--- src/hdl/htd_pkg.sv ---
// ----------------------------------------------------------------------------
// htd_pkg
// Shared types and codes for the Huffman tree byte decoder.
// ----------------------------------------------------------------------------
package htd_pkg;

   // func codes of an input word
   localparam logic [1:0] FUNC_LOAD  = 2'd0;
   localparam logic [1:0] FUNC_START = 2'd1;
   localparam logic [1:0] FUNC_BYTE  = 2'd2;

   // branch words below this are literal bytes
   localparam int LITERAL_LIMIT = 256;

   // input word
   typedef struct packed {
      logic [1:0]  func;
      logic [7:0]  node_index;
      logic        branch;
      logic [15:0] entry_value;
      logic [23:0] expanded_length;
      logic [7:0]  data_byte;
   } req_type;

   // result word
   typedef struct packed {
      logic [7:0] out_byte;
      logic       last;
      logic       error;
   } rsp_type;

   // command word from front to back, only commands that have an effect
   typedef struct packed {
      logic [1:0]  op;
      logic [7:0]  node_index;
      logic        branch;
      logic [15:0] entry_value;
      logic [23:0] expanded_length;
      logic [7:0]  data_byte;
   } cmd_type;

endpackage

--- src/hdl/htd_fifo.sv ---
// ----------------------------------------------------------------------------
// htd_fifo
// Small ready/valid queue.
// ----------------------------------------------------------------------------
module htd_fifo #(
   parameter int WIDTH = 8,
   parameter int DEPTH = 2
) (
   input  logic             clock,
   input  logic             reset,
   input  logic             push_valid,
   output logic             push_ready,
   input  logic [WIDTH-1:0] push_data,
   output logic             pop_valid,
   input  logic             pop_ready,
   output logic [WIDTH-1:0] pop_data
);

   localparam int PTR_BITS = (DEPTH > 1) ? $clog2(DEPTH) : 1;
   localparam int CNT_BITS = $clog2(DEPTH + 1);
   localparam logic [PTR_BITS-1:0] PTR_LAST = PTR_BITS'(DEPTH - 1);
   localparam logic [CNT_BITS-1:0] CNT_FULL = CNT_BITS'(DEPTH);

   logic [WIDTH-1:0]    slot_ff [DEPTH];
   logic [PTR_BITS-1:0] wr_ptr_ff, wr_ptr_in;
   logic [PTR_BITS-1:0] rd_ptr_ff, rd_ptr_in;
   logic [CNT_BITS-1:0] count_ff, count_in;
   logic                push, pop;

   assign push_ready = (count_ff != CNT_FULL);
   assign pop_valid  = (count_ff != '0);
   assign pop_data   = slot_ff[rd_ptr_ff];
   assign push       = push_valid && push_ready;
   assign pop        = pop_valid && pop_ready;

   always_comb begin
      wr_ptr_in = wr_ptr_ff;
      rd_ptr_in = rd_ptr_ff;
      count_in  = count_ff;
      if (push) begin
         wr_ptr_in = (wr_ptr_ff == PTR_LAST) ? '0 : wr_ptr_ff + PTR_BITS'(1);
      end
      if (pop) begin
         rd_ptr_in = (rd_ptr_ff == PTR_LAST) ? '0 : rd_ptr_ff + PTR_BITS'(1);
      end
      if (push && !pop) begin
         count_in = count_ff + CNT_BITS'(1);
      end else if (pop && !push) begin
         count_in = count_ff - CNT_BITS'(1);
      end
   end

   always_ff @(posedge clock) begin
      if (reset) begin
         wr_ptr_ff <= '0;
         rd_ptr_ff <= '0;
         count_ff  <= '0;
      end else begin
         wr_ptr_ff <= wr_ptr_in;
         rd_ptr_ff <= rd_ptr_in;
         count_ff  <= count_in;
      end
   end

   always_ff @(posedge clock) begin
      if (push) begin
         slot_ff[wr_ptr_ff] <= push_data;
      end
   end

endmodule

--- src/hdl/htd_front.sv ---
// ----------------------------------------------------------------------------
// htd_front
// Accepts input words, drops those without effect, queues the rest.
// ----------------------------------------------------------------------------
module htd_front #(
   parameter int NODE_COUNT = 255
) (
   input  logic             clock,
   input  logic             reset,
   input  logic             req_valid,
   output logic             req_ready,
   input  htd_pkg::req_type req,
   output logic             cmd_valid,
   input  logic             cmd_ready,
   output htd_pkg::cmd_type cmd
);

   localparam int CMD_BITS = $bits(htd_pkg::cmd_type);

   logic                keep;
   logic                push_ready;
   htd_pkg::cmd_type    cmd_word;
   logic [CMD_BITS-1:0] pop_bits;

   // out-of-range loads and the unused func code are consumed and dropped
   always_comb begin
      unique case (req.func)
         htd_pkg::FUNC_LOAD:  keep = ({1'b0, req.node_index} < 9'(NODE_COUNT));
         htd_pkg::FUNC_START: keep = 1'b1;
         htd_pkg::FUNC_BYTE:  keep = 1'b1;
         default:             keep = 1'b0;
      endcase
   end

   always_comb begin
      cmd_word.op              = req.func;
      cmd_word.node_index      = req.node_index;
      cmd_word.branch          = req.branch;
      cmd_word.entry_value     = req.entry_value;
      cmd_word.expanded_length = req.expanded_length;
      cmd_word.data_byte       = req.data_byte;
   end

   assign req_ready = push_ready;

   htd_fifo #(
      .WIDTH (CMD_BITS),
      .DEPTH (2)
   ) u_cmd_queue (
      .clock      (clock),
      .reset      (reset),
      .push_valid (req_valid && keep),
      .push_ready (push_ready),
      .push_data  (cmd_word),
      .pop_valid  (cmd_valid),
      .pop_ready  (cmd_ready),
      .pop_data   (pop_bits)
   );

   assign cmd = htd_pkg::cmd_type'(pop_bits);

endmodule

--- config.mk ---
export PLATFORM = sky130hd
export DESIGN_NAME = htd_front
export DESIGN_NICKNAME = d
export VERILOG_FILES = /design/src/hdl/htd_pkg.sv /design/src/hdl/htd_fifo.sv /design/src/hdl/htd_front.sv
export SDC_FILE = /design/constraint.sdc
export NUM_CORES = 1
export LEC_CHECK = 0
export BUFFER_PORTS_ARGS = -buffer_cell sky130_fd_sc_hd__buf_2
export CAP_MARGIN = 20
export CORE_ASPECT_RATIO = 1.25
export CORE_MARGIN = 1.5
export CORE_UTILIZATION = 56
export DETAILED_ROUTE_END_ITERATION = 8
export GPL_TIMING_DRIVEN = 1
export PLACE_DENSITY_LB_ADDON = 0.1
export SYNTH_ARGS = -nofsm -noshare
export SYNTH_HDL_FRONTEND = slang
export SYNTH_SLANG_ARGS = --single-unit
--- constraint.sdc ---
create_clock -name clock -period 11.6 [get_ports clock]
set_input_delay 0 -clock clock [delete_from_list [all_inputs] [get_ports clock]]
set_output_delay 0 -clock clock [all_outputs]
set_load 0.01 [all_outputs]
==> flow_summary.ini <==
[power_and_ir_drop]
power.net_switching_uw = 351
power.leakage_uw = 0.00248
swShare_pct = 25.2
p_clk_share_pct = 37.4
combPwrFrac_pct = 22.4
seqPwrFrac_pct = 40.2
internal_power_uw = 1040
ir_worst_vdd_mv = 0.169
p_per_area_nw_per_um2 = 214

[sta]
fin_hold_ws_ns = 0.213
rsz0062_at_grt = false
fmax_mhz = 405
tightest_slew_ns = 0.745
worst_slew_margin_rel_pct = 50.1
setup-violations-final = 0
drv_slew = 0
setup_tns_ns = 0
layout_min_cycle_time_ns = 2.47
worst_clock_skew_ns = 0.00633
post-route-period-util_pct = 21.3
final-hold-violation-count = 0

[run_status]
status = complete, no violations

[logic_synthesis]
syn_inst = 223
yosys_warnings = 0
yosysUniqueCellTypes = 24
synth_largest_area_cell = sky130_fd_sc_hd__edfxtp_1
synth_fp_nets = 289
postSynthRegisterBits = 123
synthArstFlopShare_pct = 0
netlist_top_cells_area = sky130_fd_sc_hd__edfxtp_1 78%, sky130_fd_sc_hd__mux2_2 15%, sky130_fd_sc_hd__dfxtp_1 2.2%
synth-edff-count = 118
mean_instance_size_in_the_synthesized_netlist_um2 = 20.5
netlist.area_leader.share_pct = 77.6
yosys_most_used_dff = sky130_fd_sc_hd__edfxtp_1
ys_seq_area_share_pct = 79.8
syn_area_um2 = 4570

[worst_setup_path]
required_ns = 11.74
worstSetupPathType = flip-flop to flip-flop
crit_fanout = 51
endpoint_kind = flip-flop
start_kind = flip-flop
worstPathArrival_ns = 2.61

[clock_tree]
clk_latency_ns = 0.51
cts_buffer_depth = 2
tritoncts_clock_tree = done
clock-sinks = 123
cts_max_level = 4
cts_root_buf = sky130_fd_sc_hd__clkbuf_8
cts.reportedPaths.clkPinSlew_ns = 0.06
cts_inserted_buffers = 17

[grt]
grt_pass1_vias = 2915
pin_count_of_the_biggest_net_entering_global_routing = 52
grt_first_pass_wirelength_mm = 14.2
grt_remaining_overflow = 0
globalRouteTotalUtil_pct = 21.7
antenna_found_initial = 0

[job]
cap_viol_max_count = 0

[drt]
route.detailed.wl_per_inst_um = 16.8
drc = 0
count_of_nets_left_with_antenna_violations_after_detail_routing = 0
via_count = 2706
avgViaCountPerCell = 5.10
route.final.wire_length_mm = 8.93
drt_pass1_iterations = 4
drt_first_iter_violations = 172

[floorplanning]
die_h_um = 104
fp.coreArea_um2 = 7840
floorplan.io_pins = 124
dieWidth_um = 83.8
floorplan.die_area_um2 = 8710
rows = 36
initial_util_pct = 58.3

[cells_and_area]
multi_input_combinational_cell_area_um2 = 880
mostFrequentLayoutCells = 123 x sky130_fd_sc_hd__buf_2, 118 x sky130_fd_sc_hd__edfxtp_1, 63 x sky130_fd_sc_hd__dlygate4sd3_1
num_antenna_cells = 0
regArea_um2 = 3640
fill_cell_count = 418
layout-drive-gt1-share_pct = 49.8
mostFrequentLayoutCell = sky130_fd_sc_hd__buf_2
area_growth_pct = 42.7
num-nets-final = 489

[worst_hold_path]
hold_path_class = primary input to flip-flop

[place]
io_buffer_count = 123
dp.final_hpwl_mm = 5.07
gp_congestion = 0.694
[power by group through the flow]
stage / logic (µW) / clock network, µW / registers, µW
after floorplan: 196 / 0 / 565
after global placement: 291 / 0 / 565
after detailed placement: 293 / 0 / 568
after CTS: 314 / 528 / 560
after global routing: 337 / 547 / 565
final: 311 / 520 / 560
[final timing paths]
check,from,end,slack [ns],depth (start not counted)
setup / recovery,u_cmd_queue.count_ff[0]$_SDFFE_PP0P_,u_cmd_queue.slot_ff[0][45]$_DFFE_PP_,9.13,4
setup reg to reg,u_cmd_queue.count_ff[0]$_SDFFE_PP0P_,u_cmd_queue.slot_ff[0][45]$_DFFE_PP_,9.13,4
hold reg to reg,u_cmd_queue.rd_ptr_ff$_SDFFE_PP0P_,u_cmd_queue.rd_ptr_ff$_SDFFE_PP0P_,0.51,2
hold / removal,req[21],u_cmd_queue.slot_ff[0][21]$_DFFE_PP_,0.21,2
[sequential cells by signal, indices dropped and copies added (netlist names), named ones only]
register	cells
u_cmd_queue.slot_ff	118
u_cmd_queue.count_ff	2
u_cmd_queue.rd_ptr_ff	1
u_cmd_queue.wr_ptr_ff	1
[cells by family after synthesis]
| family | count (synthesis) | synth area share, % |
|---|---|---|
| mux | 60 | 14.8 |
| compound gates | 4 | 0.575 |
| flops | 123 | 79.8 |
| buf+inv | 11 | 1.18 |
| simple gates | 19 | 2.30 |
| fa+ha+maj | 3 | 0.822 |
| xor+xnor | 3 | 0.575 |
[stage by stage]
step	power [µW]	utilization (%)	setup slack, ns	cell area, µm²	cells
CTS	1400	83.2	9.09	6520	531
global route	1450	83.2	8.89	6520	531
detailed placement	862	67.5	9.12	5290	436
finish	1390	83.2	9.13	6520	531
global placement	856	67.5	9.13	5290	436
floorplan	761	-	6.23	4570	223
[critical path: stages, from the launching register on]
cell and delay [ns]:
sky130_fd_sc_hd__dfxtp_1 0.38, sky130_fd_sc_hd__nand2b_1 0.14, sky130_fd_sc_hd__nand3b_1 0.21, sky130_fd_sc_hd__nor3_2 0.67, sky130_fd_sc_hd__buf_4 0.68
[final cells by class]
class | count | area share (%)
inverters | 3 | 0.173
multi-input cells | 89 | 13.5
clock buffers | 17 | 6.35
repair buffers | 189 | 19.5
clock inverters | 15 | 2.76
flip-flops and latches | 123 | 55.9
well taps | 95 | 1.82
[layer usage]
| metal | routed length (µm) | GRT usage, % | share of wire (%) |
|---|---|---|---|
| met4 | 82 | 9.60 | 0.92 |
| met5 | 0 | 0 | 0 |
| met3 | 568 | 7.62 | 6.4 |
| met1 | 3470 | 24.1 | 39 |
| met2 | 4810 | 37.6 | 54 |
[Yosys cell counts (2+ instances only)]
master / instances
sky130_fd_sc_hd__nor2_1: 5
sky130_fd_sc_hd__ha_1: 3
sky130_fd_sc_hd__nor3b_1: 2
sky130_fd_sc_hd__inv_1: 3
sky130_fd_sc_hd__buf_2: 4
sky130_fd_sc_hd__nand3b_1: 2
sky130_fd_sc_hd__buf_4: 2
sky130_fd_sc_hd__mux2_2: 59
sky130_fd_sc_hd__nor3_1: 2
sky130_fd_sc_hd__dfxtp_1: 5
sky130_fd_sc_hd__edfxtp_1: 118
sky130_fd_sc_hd__xor2_1: 3
sky130_fd_sc_hd__a21oi_1: 2
sky130_fd_sc_hd__nand4_1: 2
sky130_fd_sc_hd__clkbuf_1: 2
[repair_timing]
item	in CTS	in global routing
setup buffers	0	0
resized for setup	0	0
endpoints found under the hold margin	123	0
hold buffers	63	0
Note: power is estimated with default switching activity, not from simulation.
